**config.mk**
```make
export PLATFORM = sky130hd
export DESIGN_NAME = status_led_pattern_sequencer_top_flat
export DESIGN_NICKNAME = d
export VERILOG_FILES = /design/src/design/slps_pkg.sv /design/src/design/slps_ifs.sv /design/src/design/slps_front.sv /design/src/design/slps_seq.sv /design/src/design/status_led_pattern_sequencer_top.sv /design/src/flat_wrapper.sv
export VERILOG_INCLUDE_DIRS = /design/src /design/src/design
export SDC_FILE = /design/constraint.sdc
export NUM_CORES = 1
export LEC_CHECK = 0
export CAP_MARGIN = 0
export CORE_ASPECT_RATIO = 1.1
export CORE_MARGIN = 2
export CORE_UTILIZATION = 49
export CTS_BUF_LIST = sky130_fd_sc_hd__clkbuf_4
export DETAILED_ROUTE_END_ITERATION = 8
export DONT_BUFFER_PORTS = 1
export SLEW_MARGIN = 15
export SYNTH_ARGS = -nofsm -noshare
export SYNTH_HDL_FRONTEND = slang
export SYNTH_SLANG_ARGS = --single-unit
```
**constraint.sdc**
```tcl
create_clock -name clock -period 3.8 [get_ports clock]
set_input_delay 0.76 -clock clock [delete_from_list [all_inputs] [get_ports clock]]
set_output_delay 0.76 -clock clock [all_outputs]
set_load 0.01 [all_outputs]
```
**src/design/assert_macros.svh**
```systemverilog
// Assertion helpers for the design files; the top level includes them.
`ifndef ASSERT_MACROS_SVH
`define ASSERT_MACROS_SVH

// Same-cycle implication, ignored while reset is high.
`define ASSERT_IMPLIES(label, clk, rst, ante, cons, msg) \
   label: assert property (@(posedge clk) disable iff (rst) (ante) |-> (cons)) \
      else $error(msg);

// Next-cycle implication, ignored while reset is high.
`define ASSERT_NEXT(label, clk, rst, ante, cons, msg) \
   label: assert property (@(posedge clk) disable iff (rst) (ante) |=> (cons)) \
      else $error(msg);

`endif

```
**src/design/slps_pkg.sv**
```systemverilog
// ----------------------------------------------------------------------------
// Status LED pattern sequencer package
// Shared types, codes, sizes and the colour and timing functions.
// ----------------------------------------------------------------------------
`default_nettype none

package slps_pkg;

   // Request FIFO sizing.
   localparam int FIFO_DEPTH = 10;
   localparam int FIFO_IDX_W = (FIFO_DEPTH > 1) ? $clog2(FIFO_DEPTH) : 1;
   localparam int FIFO_CNT_W = $clog2(FIFO_DEPTH + 1);

   // Configuration port sizing and register indexes.
   localparam int CSR_IDX_W  = 1;
   localparam int CSR_DATA_W = 8;
   localparam logic [CSR_IDX_W-1:0] CSR_BREATH_STEP = 1'b0;
   localparam logic [CSR_IDX_W-1:0] CSR_POLL_WAIT   = 1'b1;

   localparam logic [7:0] BREATH_STEP_RESET = 8'd3;
   localparam logic [7:0] POLL_WAIT_RESET   = 8'd10;

   // Operation codes of an input transaction.
   localparam logic OP_TICK    = 1'b0;
   localparam logic OP_REQUEST = 1'b1;

   // Status modes; any other code means LED off.
   typedef logic [2:0] mode_type;
   localparam mode_type MODE_BOOT       = 3'd0;
   localparam mode_type MODE_CONNECTING = 3'd1;
   localparam mode_type MODE_CONNECTED  = 3'd2;
   localparam mode_type MODE_BUSY       = 3'd3;
   localparam mode_type MODE_ERROR      = 3'd4;
   localparam mode_type MODE_IDLE       = 3'd5;

   typedef logic [7:0] level_type;
   typedef logic [7:0] ticks_type;
   typedef logic [8:0] step_type;

   typedef struct packed {
      level_type red;
      level_type green;
      level_type blue;
   } colour_type;

   localparam colour_type COLOUR_OFF    = '{red: 8'd0,   green: 8'd0,   blue: 8'd0};
   localparam colour_type COLOUR_YELLOW = '{red: 8'd255, green: 8'd255, blue: 8'd0};
   localparam colour_type COLOUR_GREEN  = '{red: 8'd0,   green: 8'd255, blue: 8'd0};
   localparam colour_type COLOUR_CYAN   = '{red: 8'd0,   green: 8'd255, blue: 8'd255};
   localparam colour_type COLOUR_RED    = '{red: 8'd255, green: 8'd0,   blue: 8'd0};
   localparam colour_type COLOUR_PURPLE = '{red: 8'd20,  green: 8'd0,   blue: 8'd20};

   // Segment timing.
   localparam ticks_type CONNECT_SEG_TICKS = 8'd250;
   localparam ticks_type BLINK_SEG_TICKS   = 8'd100;
   localparam ticks_type TIMER_MAX         = 8'd255;
   localparam step_type  BREATH_LAST_STEP  = 9'd511;

   // Classified transaction held in the queue between front and back.
   typedef struct packed {
      logic     is_request;
      mode_type mode;
   } item_type;

   // Sequencer status seen by the top level.
   typedef struct packed {
      logic [FIFO_CNT_W-1:0] fifo_count;
      logic                  running;
   } seq_status_type;

   // Length of one segment of the given mode in ticks.
   function automatic ticks_type seg_len(input mode_type mode, input ticks_type breath_step);
      ticks_type len;
      case (mode)
         MODE_BOOT:       len = (breath_step == '0) ? 8'd1 : breath_step;
         MODE_CONNECTING: len = CONNECT_SEG_TICKS;
         default:         len = BLINK_SEG_TICKS;
      endcase
      return len;
   endfunction

   // True when the given step is the last segment of the mode's sequence.
   function automatic logic last_seg(input mode_type mode, input step_type step);
      logic last;
      case (mode)
         MODE_BOOT:       last = (step == BREATH_LAST_STEP);
         MODE_CONNECTING,
         MODE_BUSY,
         MODE_ERROR:      last = (step == 9'd1);
         default:         last = (step == 9'd0);
      endcase
      return last;
   endfunction

   // Colour of a segment. The breathing ramp scales full blue by level/255,
   // which is the level itself: up over the first half, down over the second.
   function automatic colour_type seg_colour(input mode_type mode, input step_type step);
      colour_type col;
      col = COLOUR_OFF;
      case (mode)
         MODE_BOOT:       col.blue = step[8] ? ~step[7:0] : step[7:0];
         MODE_CONNECTING: col = (step == '0) ? COLOUR_YELLOW : COLOUR_OFF;
         MODE_CONNECTED:  col = COLOUR_GREEN;
         MODE_BUSY:       col = (step == '0) ? COLOUR_CYAN : COLOUR_OFF;
         MODE_ERROR:      col = (step == '0) ? COLOUR_RED : COLOUR_OFF;
         MODE_IDLE:       col = COLOUR_PURPLE;
         default:         col = COLOUR_OFF;
      endcase
      return col;
   endfunction

endpackage

`default_nettype wire

```
**src/design/slps_ifs.sv**
```systemverilog
// ----------------------------------------------------------------------------
// Status LED pattern sequencer channel interfaces
// Valid/ready channels for requests, responses and register writes.
// ----------------------------------------------------------------------------
`default_nettype none

// Input channel: ticks and mode requests.
interface slps_req_if;
   logic                 valid;
   logic                 ready;
   logic                 op;
   slps_pkg::mode_type   requested_mode;

   modport source (output valid, output op, output requested_mode, input ready);
   modport sink   (input valid, input op, input requested_mode, output ready);
endinterface

// Result channel: LED colour and refusal flag.
interface slps_rsp_if;
   logic                 valid;
   logic                 ready;
   slps_pkg::level_type  red;
   slps_pkg::level_type  green;
   slps_pkg::level_type  blue;
   logic                 request_refused;

   modport source (output valid, output red, output green, output blue,
                   output request_refused, input ready);
   modport sink   (input valid, input red, input green, input blue,
                   input request_refused, output ready);
endinterface

// Register write channel.
interface slps_csr_if;
   logic                                valid;
   logic                                ready;
   logic [slps_pkg::CSR_IDX_W-1:0]      index;
   logic [slps_pkg::CSR_DATA_W-1:0]     data;

   modport source (output valid, output index, output data, input ready);
   modport sink   (input valid, input index, input data, output ready);
endinterface

`default_nettype wire

```
**src/design/slps_front.sv**
```systemverilog
// ----------------------------------------------------------------------------
// Status LED pattern sequencer front end
// Accepts input transactions, classifies them and holds them in a
// two-entry queue for the sequencer.
// ----------------------------------------------------------------------------
`default_nettype none

module slps_front (
   input  wire logic              clock,
   input  wire logic              reset,
   slps_req_if.sink               req_if,
   output slps_pkg::item_type     q_item,
   output logic                   q_valid,
   input  wire logic              q_pop
);
   import slps_pkg::*;

   item_type   queue_ff [2];
   logic       wr_ptr_ff, wr_ptr_in;
   logic       rd_ptr_ff, rd_ptr_in;
   logic [1:0] count_ff, count_in;
   logic       push;
   item_type   new_item;

   // Classify the incoming transaction.
   always_comb begin
      new_item.is_request = (req_if.op == OP_REQUEST);
      new_item.mode       = req_if.requested_mode;
   end

   assign req_if.ready = (count_ff != 2'd2);
   assign push         = req_if.valid && req_if.ready;
   assign q_valid      = (count_ff != 2'd0);
   assign q_item       = queue_ff[rd_ptr_ff];

   // Pointer and occupancy update.
   always_comb begin
      wr_ptr_in = push  ? ~wr_ptr_ff : wr_ptr_ff;
      rd_ptr_in = q_pop ? ~rd_ptr_ff : rd_ptr_ff;
      count_in  = count_ff;
      if (push && !q_pop) begin
         count_in = count_ff + 2'd1;
      end else if (!push && q_pop) begin
         count_in = count_ff - 2'd1;
      end
   end

   always_ff @(posedge clock) begin
      if (reset) begin
         wr_ptr_ff <= 1'b0;
         rd_ptr_ff <= 1'b0;
         count_ff  <= 2'd0;
      end else begin
         wr_ptr_ff <= wr_ptr_in;
         rd_ptr_ff <= rd_ptr_in;
         count_ff  <= count_in;
      end
   end

   // Queue storage needs no reset.
   always_ff @(posedge clock) begin
      if (push) begin
         queue_ff[wr_ptr_ff] <= new_item;
      end
   end

endmodule

`default_nettype wire

```
**src/design/slps_seq.sv**
```systemverilog
// ----------------------------------------------------------------------------
// Status LED pattern sequencer back end
// Holds the request FIFO, the sequencing state and the configuration
// registers, and registers one response per transaction.
// ----------------------------------------------------------------------------
`default_nettype none

module slps_seq (
   input  wire logic                clock,
   input  wire logic                reset,
   input  slps_pkg::item_type       q_item,
   input  wire logic                q_valid,
   output logic                     q_pop,
   slps_csr_if.sink                 csr_if,
   slps_rsp_if.source               rsp_if,
   output slps_pkg::seq_status_type status
);
   import slps_pkg::*;

   // Configuration registers.
   ticks_type breath_step_ff, poll_wait_ff;

   // Sequencing state.
   mode_type   mode_ff, mode_in;
   logic       running_ff, running_in;
   step_type   step_ff, step_in;
   ticks_type  timer_ff, timer_in;
   colour_type colour_ff, colour_in;
   logic       refused_ff, refused_in;
   logic       rsp_valid_ff, rsp_valid_in;

   // Request FIFO.
   mode_type                fifo_mem [FIFO_DEPTH];
   mode_type                head_mode_ff;
   logic [FIFO_IDX_W-1:0]   head_ff, head_in;
   logic [FIFO_CNT_W-1:0]   count_ff, count_in;
   logic [FIFO_CNT_W:0]     wr_sum;
   logic [FIFO_CNT_W:0]     wr_wrap;
   logic [FIFO_IDX_W-1:0]   wr_addr;
   logic                    fifo_wr;
   logic                    fifo_full;

   logic       advance;
   logic       start_seq;
   ticks_type  timer_inc;

   assign csr_if.ready = 1'b1;

   // The back end advances whenever an item is queued and the response slot is free or being taken.
   assign advance = q_valid && (!rsp_valid_ff || rsp_if.ready);
   assign q_pop   = advance;

   assign fifo_full = (count_ff == FIFO_CNT_W'(FIFO_DEPTH));

   // Tail address is head plus count, wrapped once.
   always_comb begin
      wr_sum  = (FIFO_CNT_W + 1)'(head_ff) + (FIFO_CNT_W + 1)'(count_ff);
      wr_wrap = (wr_sum >= (FIFO_CNT_W + 1)'(FIFO_DEPTH)) ?
                wr_sum - (FIFO_CNT_W + 1)'(FIFO_DEPTH) : wr_sum;
      wr_addr = wr_wrap[FIFO_IDX_W-1:0];
   end

   assign timer_inc = (timer_ff == TIMER_MAX) ? timer_ff : timer_ff + 8'd1;

   // Next-state logic for one transaction.
   always_comb begin
      mode_in    = mode_ff;
      running_in = running_ff;
      step_in    = step_ff;
      timer_in   = timer_ff;
      colour_in  = colour_ff;
      head_in    = head_ff;
      count_in   = count_ff;
      refused_in = refused_ff;
      fifo_wr    = 1'b0;
      start_seq  = 1'b0;
      if (advance) begin
         refused_in = 1'b0;
         if (q_item.is_request) begin
            if (!running_ff && count_ff == '0) begin
               // Waiting with an empty FIFO: the request starts at once.
               mode_in   = q_item.mode;
               start_seq = 1'b1;
            end else if (fifo_full) begin
               refused_in = 1'b1;
            end else begin
               fifo_wr  = 1'b1;
               count_in = count_ff + FIFO_CNT_W'(1);
            end
         end else if (!running_ff) begin
            timer_in = timer_inc;
            if (timer_inc >= poll_wait_ff) begin
               start_seq = 1'b1;
            end
         end else if (timer_inc >= seg_len(mode_ff, breath_step_ff)) begin
            timer_in = '0;
            if (last_seg(mode_ff, step_ff)) begin
               step_in = '0;
               if (count_ff != '0) begin
                  // Take the next queued request.
                  mode_in   = head_mode_ff;
                  head_in   = (head_ff == FIFO_IDX_W'(FIFO_DEPTH - 1)) ?
                              '0 : head_ff + FIFO_IDX_W'(1);
                  count_in  = count_ff - FIFO_CNT_W'(1);
                  start_seq = 1'b1;
               end else begin
                  running_in = 1'b0;
                  if (poll_wait_ff == '0) begin
                     start_seq = 1'b1;
                  end
               end
            end else begin
               step_in   = step_ff + 9'd1;
               colour_in = seg_colour(mode_ff, step_ff + 9'd1);
            end
         end else begin
            timer_in = timer_inc;
         end
         if (start_seq) begin
            running_in = 1'b1;
            step_in    = '0;
            timer_in   = '0;
            colour_in  = seg_colour(mode_in, '0);
         end
      end
   end

   // Response slot occupancy.
   always_comb begin
      rsp_valid_in = rsp_valid_ff;
      if (advance) begin
         rsp_valid_in = 1'b1;
      end else if (rsp_if.ready) begin
         rsp_valid_in = 1'b0;
      end
   end

   always_ff @(posedge clock) begin
      if (reset) begin
         breath_step_ff <= BREATH_STEP_RESET;
         poll_wait_ff   <= POLL_WAIT_RESET;
         mode_ff        <= MODE_BOOT;
         running_ff     <= 1'b0;
         step_ff        <= '0;
         timer_ff       <= '0;
         colour_ff      <= COLOUR_OFF;
         head_ff        <= '0;
         count_ff       <= '0;
         refused_ff     <= 1'b0;
         rsp_valid_ff   <= 1'b0;
      end else begin
         if (csr_if.valid && csr_if.index == CSR_BREATH_STEP) begin
            breath_step_ff <= csr_if.data;
         end
         if (csr_if.valid && csr_if.index == CSR_POLL_WAIT) begin
            poll_wait_ff <= csr_if.data;
         end
         mode_ff      <= mode_in;
         running_ff   <= running_in;
         step_ff      <= step_in;
         timer_ff     <= timer_in;
         colour_ff    <= colour_in;
         head_ff      <= head_in;
         count_ff     <= count_in;
         refused_ff   <= refused_in;
         rsp_valid_ff <= rsp_valid_in;
      end
   end

   // FIFO entries carry no reset; only written entries are ever read.
   // The oldest entry is kept in a register, and a write to the new head
   // address is taken straight into it.
   always_ff @(posedge clock) begin
      if (fifo_wr) begin
         fifo_mem[wr_addr] <= q_item.mode;
      end
      if (fifo_wr && wr_addr == head_in) begin
         head_mode_ff <= q_item.mode;
      end else begin
         head_mode_ff <= fifo_mem[head_in];
      end
   end

   // The colour only moves on an advance, so it holds while stalled.
   assign rsp_if.valid           = rsp_valid_ff;
   assign rsp_if.red             = colour_ff.red;
   assign rsp_if.green           = colour_ff.green;
   assign rsp_if.blue            = colour_ff.blue;
   assign rsp_if.request_refused = refused_ff;

   assign status.fifo_count = count_ff;
   assign status.running    = running_ff;

endmodule

`default_nettype wire

```
**src/design/status_led_pattern_sequencer_top.sv**
```systemverilog
// ----------------------------------------------------------------------------
// Status LED pattern sequencer
// Plays timed colour patterns for status modes, driven by 1 ms ticks and
// queued mode requests.
//
//   Channel   Direction  Carries
//   req_if    in         op, requested_mode (tick or mode request)
//   rsp_if    out        red, green, blue, request_refused
//   csr_if    in         index, data (breath step, poll wait)
//
// One transaction is taken per cycle, sustained while responses are taken. An
// accepted request is written into the two-entry queue, and the response
// register loads when the sequencer takes it from the queue. The sequencer
// settles one transaction per cycle while its response slot is not stalled.
// Reset is synchronous and leaves the block ready in the next cycle; there
// is no clearing pass. A stalled response stops the sequencer, and the
// queue then fills and drops req_if.ready. Register writes are always taken.
// ----------------------------------------------------------------------------
`default_nettype none

module status_led_pattern_sequencer_top (
   input  wire logic   clock,
   input  wire logic   reset,
   slps_req_if.sink    req_if,
   slps_rsp_if.source  rsp_if,
   slps_csr_if.sink    csr_if
);
   import slps_pkg::*;

   `include "assert_macros.svh"

   item_type       q_item;
   logic           q_valid;
   logic           q_pop;
   seq_status_type seq_status;

   // Front end: accept and classify transactions.
   slps_front u_front (
      .clock   (clock),
      .reset   (reset),
      .req_if  (req_if),
      .q_item  (q_item),
      .q_valid (q_valid),
      .q_pop   (q_pop)
   );

   // Back end: request FIFO, sequencing and response register.
   slps_seq u_seq (
      .clock   (clock),
      .reset   (reset),
      .q_item  (q_item),
      .q_valid (q_valid),
      .q_pop   (q_pop),
      .csr_if  (csr_if),
      .rsp_if  (rsp_if),
      .status  (seq_status)
   );

   // The request FIFO never holds more than its depth.
   `ASSERT_IMPLIES(a_fifo_bound, clock, reset, 1'b1, seq_status.fifo_count <= FIFO_CNT_W'(FIFO_DEPTH), "request FIFO overfilled")

   // A refusal is only reported while the FIFO is full.
   `ASSERT_IMPLIES(a_refused_full, clock, reset, rsp_if.valid && rsp_if.request_refused, seq_status.fifo_count == FIFO_CNT_W'(FIFO_DEPTH), "refusal without full FIFO")

   // Queued requests only exist while a sequence is playing.
   `ASSERT_IMPLIES(a_queue_running, clock, reset, seq_status.fifo_count != '0, seq_status.running, "queued requests while waiting")

   // Taking a transaction into an empty response slot fills it.
   `ASSERT_NEXT(a_pop_fills, clock, reset, q_pop && !rsp_if.valid, rsp_if.valid, "response lost after pop")

endmodule

`default_nettype wire
```
**src/flat_wrapper.sv**
```systemverilog
// flat-port wrapper written by rule: the top's interface ports become plain ports
module status_led_pattern_sequencer_top_flat import slps_pkg::*;
  (clock, reset, req_if_valid, req_if_op, req_if_requested_mode, req_if_ready, rsp_if_valid, rsp_if_red, rsp_if_green, rsp_if_blue, rsp_if_request_refused, rsp_if_ready, csr_if_valid, csr_if_index, csr_if_data, csr_if_ready);
  slps_req_if req_if_i ();
  slps_rsp_if rsp_if_i ();
  slps_csr_if csr_if_i ();
  input  wire logic clock;
  input  wire logic reset;
  input wire logic [$bits(req_if_i.valid)-1:0] req_if_valid;
  input wire logic [$bits(req_if_i.op)-1:0] req_if_op;
  input wire logic [$bits(req_if_i.requested_mode)-1:0] req_if_requested_mode;
  output wire logic [$bits(req_if_i.ready)-1:0] req_if_ready;
  output wire logic [$bits(rsp_if_i.valid)-1:0] rsp_if_valid;
  output wire logic [$bits(rsp_if_i.red)-1:0] rsp_if_red;
  output wire logic [$bits(rsp_if_i.green)-1:0] rsp_if_green;
  output wire logic [$bits(rsp_if_i.blue)-1:0] rsp_if_blue;
  output wire logic [$bits(rsp_if_i.request_refused)-1:0] rsp_if_request_refused;
  input wire logic [$bits(rsp_if_i.ready)-1:0] rsp_if_ready;
  input wire logic [$bits(csr_if_i.valid)-1:0] csr_if_valid;
  input wire logic [$bits(csr_if_i.index)-1:0] csr_if_index;
  input wire logic [$bits(csr_if_i.data)-1:0] csr_if_data;
  output wire logic [$bits(csr_if_i.ready)-1:0] csr_if_ready;
  assign req_if_i.valid = req_if_valid;
  assign req_if_i.op = req_if_op;
  assign req_if_i.requested_mode = req_if_requested_mode;
  assign req_if_ready = req_if_i.ready;
  assign rsp_if_valid = rsp_if_i.valid;
  assign rsp_if_red = rsp_if_i.red;
  assign rsp_if_green = rsp_if_i.green;
  assign rsp_if_blue = rsp_if_i.blue;
  assign rsp_if_request_refused = rsp_if_i.request_refused;
  assign rsp_if_i.ready = rsp_if_ready;
  assign csr_if_i.valid = csr_if_valid;
  assign csr_if_i.index = csr_if_index;
  assign csr_if_i.data = csr_if_data;
  assign csr_if_ready = csr_if_i.ready;
  status_led_pattern_sequencer_top u_core (.clock(clock), .reset(reset), .req_if(req_if_i), .rsp_if(rsp_if_i), .csr_if(csr_if_i));
endmodule
```
==> results.md, run 1 <==
- Yosys top cell area share: 0.2254
- GRT Resource Usage Total: 0.2111
- Via count: 4457
- FMAX: 283.1 MHz
- Max Slew Vio Count: 0
- GR Util met1: 0.2839
- Synthesized instance count: 645
- Synthesized Nets: 693
- Yosys top cell by area: dfxtp_1
- CP Class: flop to flop
- GR Overflow Total: 0
- Clk sink count: 105
- Delay-heaviest family, CP: compound AO/OA/AOI/OAI gates
- Seq/Total Area, Yosys: 0.4172
- CTS tree: done
- Largest stage delay, worst path: 0.42 ns
- Vias in the first global route: 4380
- Mapped Area: 5951 um2
- Core footprint: 11930 um2
- Final GP Congestion: 0.8524
- Final Net Count: 682
- Initial cell density of the core: 0.4988
- WP data arrival: 3.94 ns
- PortBufs: 0
- Number of synthesized flops with an enable pin: 38
- Tightest Pin Transition: 0.7898 ns
- Post-synth cell types: 73
- First-pass GRT wire length: 21450 um
- Top cells by area, synth: dfxtp_1, edfxtp_1, ha_1
- Max Buffers Root-to-Sink: 2
- Initial DRC Count: 270
- Die outline width: 109.1 um
- Fin. Hold Viols: 0
- Yosys reg bits: 105
- Setup TNS: 0 ns
- Met3 usage: 0.03259
- CP max-delay cell: a311oi_4
- Synth Flop Type: dfxtp_1
- TritonCTS buffer count: 9
- Site Rows: 42
- Die Span Y: 119.6 um
- Yosys warns: 0
- Skew final: 0.01541 ns
- Clock root cell: clkbuf_4
- Gr busiest metal: met2
- Max-Cap Viols: 0
- Synth-to-Final Area Change: 4.647%
- CP bufs+invs: 1
- Asr flop ratio synth: 0
- Worst hold-check path type: input pin to flop
- Vias per cell: 5.613
- Initial antenna violation count: 1
- Largest net degree at the start of global routing: 66
- Leak: 2.296 nW
- Final worst-path cycle share: 0.9295
- Final cell count without fillers: 794
- Hpwl dp: 9420 um
- Placed Cells incl. Taps: 774
- CP endpoint kind: flop
- RSZ-0062 raised after global routing: no
- Most frequent cells in the layout: nand2_1, nor2_1, dfxtp_1, a21oi_1, edfxtp_1
- Peak VDD IR: 386.8 uV
- Final WL: 12580 um
- Worst setup SP type: flop
- Syn_area_per_cell: 9.226 um2
- CP Max Fanout: 6
- Final setup fails: 0
- Worst skew pair latency: 0.49 ns
- WP data required: 4.20 ns
- Layout cells sized above 1: 0.1221
- Status: completed
- Die area: 13040 um2
- CTS clk-pin slew, worst paths: 0.16 ns
- Minimum clock period: 3.532 ns
- Crit-path cells: ha_1 -> nand2_1 -> nor2_2 -> nand3_2 -> mux2_2 -> ha_1 -> nand2_1 -> o21ai_1 -> a31oi_2 -> nor2_2 -> buf_4 -> nand3_4 -> a311oi_4 -> nand4_4 -> a311oi_2
- I/O pin total: 46
- Fill cells: 1062
- H-tree levels: 3
- Post-route ant nets: 0
- Power Dens Cells: 564.9 nW/um2
- First drt pass iteration count: 4
- Relative slew slack: 0.4728
- DRC violations left: 0
- GR Util met2: 0.3346
- Drt wl/cell: 15.84 um
logic make-up after synthesis:
| group | share of synthesized area |
|---|---|
| XOR/XNOR | 0.04710 |
| other | 0.0006302 |
| multiplexers | 0.04605 |
| adder cells (fa/ha/maj) | 0.06728 |
| buffers and inverters | 0.05404 |
| flip-flops | 0.4172 |
| AND/OR/NAND/NOR | 0.2040 |
| AO/OA/AOI/OAI | 0.1638 |
path summary, 6_finish.rpt:
check / startpoint / to / slack [ns] / depth (start not counted)
hold / removal: reset / u_core.u_seq.mode_ff[2]$_SDFFE_PP0P_ / 0.32 / 1
setup / recovery: u_core.u_seq.timer_ff[1]$_SDFFE_PP0P_ / u_core.u_seq.rsp_if.blue[7]$_SDFFE_PP0P_ / 0.27 / 15
setup reg to reg: u_core.u_seq.timer_ff[1]$_SDFFE_PP0P_ / u_core.u_seq.rsp_if.blue[7]$_SDFFE_PP0P_ / 0.27 / 15
hold reg to reg: u_core.u_seq.breath_step_ff[3]$_SDFFE_PP0P_ / u_core.u_seq.breath_step_ff[3]$_SDFFE_PP0P_ / 0.48 / 2
worst register-to-register path: stages (launching register included):
cell	delay [ns]
dfxtp_1	0.40
ha_1	0.20
nand2_1	0.11
nor2_2	0.16
nand3_2	0.14
mux2_2	0.34
ha_1	0.30
nand2_1	0.05
o21ai_1	0.22
a31oi_2	0.17
nor2_2	0.17
buf_4	0.15
nand3_4	0.12
a311oi_4	0.42
nand4_4	0.22
a311oi_2	0.29
flip-flops by register name, indices dropped and copies added (netlist names), 3 cells and up, named ones only:
register and flops:
u_core.u_seq.breath_step_ff 8, u_core.u_seq.timer_ff 8, u_core.u_seq.poll_wait_ff 8, u_core.u_seq.fifo_mem 30
u_core.u_seq.mode_ff 3, u_core.u_seq.step_ff 9, u_core.u_seq.count_ff 4, u_core.u_seq.head_ff 4
u_core.u_front.queue_ff 8, u_core.u_seq.rsp_if.blue 8
metrics by stage:
stage / area, um2 / setup slack (ns) / util / hold WS [ns] / power, mW
5_1_grt: 6227 / 0.02949 / 0.5220 / 0.2831 / 3.796
2_1_floorplan: 5951 / 0.3102 / - / 0.4416 / 2.608
4_1_cts: 6175 / 0.03973 / 0.5176 / 0.2784 / 3.480
3_3_place_gp: 6047 / 0.1431 / 0.5069 / 0.4590 / 2.911
6_report: 6227 / 0.2679 / 0.5220 / 0.3186 / 3.518
3_5_place_dp: 6047 / 0.002195 / 0.5069 / 0.4615 / 2.938
layer usage:
metal  vias to the layer above  wire length (um)  part of all wire
met2                        63              6054              0.48
li1                       2264                 -                 -
met1                      2117              5903              0.47
met4                         0               172             0.014
met3                        13               447             0.036
met5                         -                 0                 0
layout make-up:
| class | instances | area, um2 | area share |
|---|---|---|---|
| antenna | 1 | 2.502 | 0.0004018 |
| clock buffer | 11 | 82.58 | 0.01326 |
| clock inverter | 5 | 37.54 | 0.006028 |
| inverter | 24 | 90.09 | 0.01447 |
| multi-input combinational | 473 | 3181 | 0.5107 |
| sequential | 105 | 2484 | 0.3988 |
| tap | 154 | 192.7 | 0.03094 |
| timing repair buffer | 21 | 157.7 | 0.02532 |
synth_stat cells, types with 6 or more instances:
| cell type | number |
|---|---|
| a21o_1 | 8 |
| a21oi_1 | 54 |
| a311oi_2 | 6 |
| buf_2 | 7 |
| buf_4 | 14 |
| clkbuf_1 | 19 |
| dfxtp_1 | 67 |
| edfxtp_1 | 38 |
| ha_1 | 28 |
| inv_1 | 24 |
| mux2i_1 | 6 |
| mux4_2 | 6 |
| nand2_1 | 73 |
| nand3_1 | 16 |
| nand3b_1 | 7 |
| nand4_1 | 6 |
| nor2_1 | 75 |
| nor2b_1 | 14 |
| nor3_1 | 15 |
| o21ai_0 | 31 |
| or3_1 | 6 |
| xnor2_1 | 22 |
| xor2_1 | 10 |
what timing repair did:
action | 4_1_cts | 5_1_grt
setup buffers | 0 | 3
cloned | 0 | 0
setup endpoints to repair | 3 | 25
hold buffers | 0 | 0
pin swaps | 0 | 3
resized for setup | 2 | 9
where the power goes:
group          internal [mW]  switching (mW)
registers               1.32           0.157
clock network          0.155           0.374
logic                  0.573           0.936
total                   2.05            1.47
(Power assumes the default switching activity.)
==> inputs of run 2 (changes only) <==
ABC_CLOCK_PERIOD_IN_PS = 3800   (was unset)
BUFFER_PORTS_ARGS = -buffer_cell sky130_fd_sc_hd__buf_2   (was unset)
DONT_BUFFER_PORTS = unset   (was 1)
PLACE_DENSITY = 0.67   (was unset)
==> results.md, run 2 (synthesis gave the netlist of run 1 again) <==
- Status: completed
- First drt pass iteration count: 4
- Critical Path Start: u_core.u_seq.timer_ff[0]$_SDFFE_PP0P_
- Hpwl dp: 9522 um
- Initial antenna violation count: 1
- Core footprint: 11930 um2
- Final GP Congestion: 0.8734
- CTS tree: done
- CP Class: flop to flop
- I/O pin total: 46
- CP max-delay cell: a311oi_4
- Layout cells sized above 1: 0.1794
- CP Max Fanout: 6
- WP data arrival: 3.85 ns
- Vias in the first global route: 4485
- Clock root cell: clkbuf_4
- CTS clk-pin slew, worst paths: 0.16 ns
- Clk sink count: 105
- Drt wl/cell: 15.23 um
- Worst setup SP type: flop
- Top flop regs: u_core.u_seq.fifo_mem x30, u_core.u_seq.step_ff x9
- Final worst-path cycle share: 0.9091
- Power Dens Cells: 558.8 nW/um2
- Worst skew pair latency: 0.50 ns
- Die outline width: 109.1 um
- CP endpoint kind: flop
- DRC violations left: 0
- Max reg flops: 30
- Final setup fails: 0
- Worst Hold End: u_core.u_front.queue_ff[1][0]$_DFFE_PP_
- Max-Cap Viols: 0
- Most frequent cells in the layout: nand2_1, nor2_1, dfxtp_1, a21oi_1, buf_2
- Synth-to-Final Area Change: 8.347%
- WP data required: 4.19 ns
- RSZ-0062 raised after global routing: no
- Minimum clock period: 3.455 ns
- Die Span Y: 119.6 um
- Final Net Count: 723
- DP Area: 6252 um2
- Max Slew Vio Count: 0
- Leak: 2.501 nW
- First-pass GRT wire length: 21000 um
- PortBufs: 44
- Max Buffers Root-to-Sink: 2
- Initial cell density of the core: 0.4988
- Design Area, Final: 6447 um2
- Largest net degree at the start of global routing: 38
- Final WL: 12720 um
- Skew final: 0.02633 ns
- Initial DRC Count: 206
- Reg-to-reg startpoint: u_core.u_seq.timer_ff[0]$_SDFFE_PP0P_
- Crit-path cells: ha_1 -> nand2_1 -> nor2_2 -> nand3_2 -> mux2_2 -> ha_1 -> nand2_1 -> o21ai_1 -> a31oi_4 -> nor2_2 -> nand3_4 -> a311oi_4 -> nand4_4 -> a311oi_2
- Hold Path Cell Cnt: 1
- Reg with most FFs: u_core.u_seq.fifo_mem
- Via count: 4734
- Hold_ws: 0.4512 ns
- Worst hold-check path type: input pin to flop
- FMAX: 289.5 MHz
- Hold path start: req_if_requested_mode[0]
- Relative slew slack: 0.4854
- Die area: 13040 um2
- Vias per cell: 5.669
- Cts hold-fix bufs: 0
- Peak VDD IR: 285.7 uV
- Largest stage delay, worst path: 0.43 ns
- Reg2reg setup slack: 0.35 ns
- Site Rows: 42
- Fin. Hold Viols: 0
- Post-route ant nets: 0
- Tightest Pin Transition: 0.7719 ns
- H-tree levels: 3
- TritonCTS buffer count: 9
- GRT Resource Usage Total: 0.2037
- CP bufs+invs: 0
- Worst R2R End: u_core.u_seq.rsp_if.blue[7]$_SDFFE_PP0P_
- GR Overflow Total: 0
- Cells on worst reg2reg path: 14
- Delay-heaviest family, CP: compound AO/OA/AOI/OAI gates
run 2: area by class of cell:
type,count,area (um2)
fill,1078,5482
antenna,1,2.502
timing repair buffer,62,355.3
tap,154,192.7
sequential,105,2485
multi-input combinational,473,3196
clock buffer,10,75.07
clock inverter,6,51.30
inverter,24,90.09
run 2: what timing repair did:
action                                  CTS  global route
gates resized for setup                   1            13
endpoints found under the setup margin    6            20
pin swaps                                 0             4
buffers inserted                          0             2
run 2: power by group:
part	total (mW)	internal, mW	switching (mW)
clock network	0.555	0.153	0.402
logic	1.62	0.601	1.02
registers	1.42	1.32	0.101
run 2: worst max path at each step:
stage                                               end  slack, ns  depth (start not counted)
6_report       u_core.u_seq.rsp_if.blue[7]$_SDFFE_PP0P_       0.35                         14
5_1_grt        u_core.u_seq.rsp_if.blue[3]$_SDFFE_PP0P_       0.04                         16
4_1_cts        u_core.u_seq.rsp_if.blue[3]$_SDFFE_PP0P_       0.03                         15
3_5_place_dp   u_core.u_seq.rsp_if.blue[3]$_SDFFE_PP0P_      -0.01                         15
3_3_place_gp   u_core.u_seq.rsp_if.blue[7]$_SDFFE_PP0P_       0.16                         15
2_1_floorplan  u_core.u_seq.rsp_if.blue[0]$_SDFFE_PP0P_       0.31                         15
run 2: through the flow:
stage | std cells | total power [mW] | setup TNS [ns] | utilization | setup WS, ns
global route | 835 | 3.855 | 0 | 0.5405 | 0.03943
floorplan | 645 | 2.608 | 0 | - | 0.3102
finish | 835 | 3.603 | 0 | 0.5405 | 0.3454
CTS | 832 | 3.581 | 0 | 0.5349 | 0.02543
detailed placement | 816 | 3.027 | -0.01878 | 0.5241 | -0.01285
global placement | 816 | 2.984 | 0 | 0.5241 | 0.1605
run 2: routing by layer:
layer | vias up | GRT usage | wire length [um]
li1 | 2346 | - | -
met2 | 130 | 0.3346 | 6019
met5 | - | 0 | 0
met1 | 2234 | 0.2655 | 5822
met4 | 0 | 0.09615 | 320
met3 | 24 | 0.02390 | 556
==> inputs of run 3 (changes only) <==
CORE_ASPECT_RATIO = unset   (was 1.1)
HOLD_SLACK_MARGIN = 0.03   (was unset)
==> results.md, run 3 (synthesis gave the netlist of run 1 again) <==
- Die area: 13040 um2
- TritonCTS buffer count: 9
- Final Net Count: 723
- Tightest Pin Transition: 0.6852 ns
- Max Buffers Root-to-Sink: 2
- Worst skew pair latency: 0.46 ns
- Final WL: 12440 um
- H-tree levels: 3
- Post-route ant nets: 0
- RSZ-0062 raised after global routing: no
- FMAX: 289.1 MHz
- Drt wl/cell: 15.04 um
- Clk sink count: 105
- Cts hold-fix bufs: 0
- CTS clk-pin slew, worst paths: 0.17 ns
- Design Area, Final: 6422 um2
- Hold_ws: 0.4673 ns
- First-pass GRT wire length: 20870 um
- Fill cells: 1091
- Top flop regs: u_core.u_seq.fifo_mem x30, u_core.u_seq.step_ff x9
- WP data required: 4.18 ns
- Power Dens Cells: 561.9 nW/um2
- Vias per cell: 5.543
- # diodes: 0
- Fin. Hold Viols: 0
- Site Rows: 40
- Initial antenna violation count: 0
- Largest net degree at the start of global routing: 35
- Synth-to-Final Area Change: 7.927%
- Minimum clock period: 3.459 ns
- GR Overflow Total: 0
- Worst setup SP type: flop
- I/O pin total: 46
- Core Util, Final: 0.5392
- Reg2reg setup slack: 0.34 ns
- WP data arrival: 3.84 ns
- First drt pass iteration count: 5
- Clock Power Share: 0.150
- Die Span Y: 114.2 um
- CP Class: flop to flop
- Worst hold-check path type: input pin to flop
- Peak VDD IR: 217.1 uV
- CP endpoint kind: flop
- Relative slew slack: 0.5432
- Final worst-path cycle share: 0.9102
- PortBufs: 44
- DP Area: 6264 um2
- Hpwl dp: 9496 um
- Max-Cap Viols: 0
- Place WS: 0.06794 ns
- Max reg flops: 30
- Initial cell density of the core: 0.4996
- Sw frac: 0.4191
- Leak: 2.492 nW
- Status: completed
- Final setup fails: 0
- Vias in the first global route: 4427
- Most frequent cells in the layout: nand2_1, nor2_1, dfxtp_1, a21oi_1, buf_2
- CP Max Fanout: 6
- Share of power burned in registers: 0.396
- Sw Pwr: 1.513 mW
- Final cell count without fillers: 827
- Skew final: 0.01747 ns
- Layout cells sized above 1: 0.1735
- Placed Cells incl. Taps: 810
- Initial DRC Count: 209
- Combinational power share: 0.454
- Core footprint: 11910 um2
- Die outline width: 114.2 um
- DRC violations left: 0
- Reg with most FFs: u_core.u_seq.fifo_mem
- Max Slew Vio Count: 0
- CTS tree: done
- Via count: 4584
- PnR worst setup slack: 0.3414 ns
- Total Power: 3.609 mW
- Final GP Congestion: 0.8563
- GRT Resource Usage Total: 0.2000
- P_int: 2.096 mW
- Setup TNS: 0 ns
- Clock root cell: clkbuf_4
[run 3: cell count changes in the layout (fill, tap and decap cells not counted), sizes merged]
cell    before  now
clkbuf      10    9
clkinv       2    1
diode        1    0
inv         27   29
[run 3: area by class of cell]
class | count | area (um2) | share of cell area
Tap cell | 147 | 183.9 | 0.02864
Sequential cell | 105 | 2484 | 0.3867
Inverter | 24 | 90.09 | 0.01403
Clock inverter | 7 | 57.56 | 0.008962
Multi-Input combinational cell | 473 | 3172 | 0.4939
Timing Repair Buffer | 62 | 367.9 | 0.05728
Clock buffer | 9 | 67.56 | 0.01052
[run 3: final timing paths]
path	from	cells after the start	end
hold / removal	req_if_requested_mode[2]	1	u_core.u_front.queue_ff[0][2]$_DFFE_PP_
hold reg to reg	u_core.u_seq.breath_step_ff[3]$_SDFFE_PP0P_	2	u_core.u_seq.breath_step_ff[3]$_SDFFE_PP0P_
setup reg to reg	u_core.u_seq.timer_ff[1]$_SDFFE_PP0P_	15	u_core.u_seq.rsp_if.blue[3]$_SDFFE_PP0P_
setup / recovery	u_core.u_seq.timer_ff[1]$_SDFFE_PP0P_	15	u_core.u_seq.rsp_if.blue[3]$_SDFFE_PP0P_
[run 3: repair_timing]
action | 4_1_cts | 5_1_grt
resized for setup | 0 | 9
endpoints found under the hold margin | 0 | 0
setup endpoints to repair | 0 | 26
buffers inserted | 0 | 1
[run 3: per-layer routing]
metal | routed length [um] | global-route usage | share of wire
met5 | 0 | 0 | 0
met4 | 109 | 0.06341 | 0.0088
met3 | 495 | 0.02435 | 0.040
met2 | 5975 | 0.3413 | 0.48
met1 | 5861 | 0.2658 | 0.47
[run 3: worst max-delay path: stages (launching register included)]
cell	delay, ns
dfxtp_1	0.39
ha_1	0.19
nand2_1	0.10
nor2_2	0.16
nand3_2	0.13
nand4_1	0.14
xnor2_1	0.20
ha_1	0.30
a21o_1	0.20
a22o_1	0.21
a31oi_2	0.18
nand2b_4	0.21
nor3_1	0.10
a311oi_4	0.36
nand4_4	0.23
a311oi_2	0.28
[run 3: power groups by stage]
stage / sequential [mW] / combinational, mW / clock [mW]
2_1_floorplan: 1.44 / 1.17 / 0
3_3_place_gp: 1.45 / 1.57 / 0
3_5_place_dp: 1.45 / 1.59 / 0
4_1_cts: 1.43 / 1.60 / 0.557
5_1_grt: 1.45 / 1.80 / 0.596
6_report: 1.43 / 1.64 / 0.543
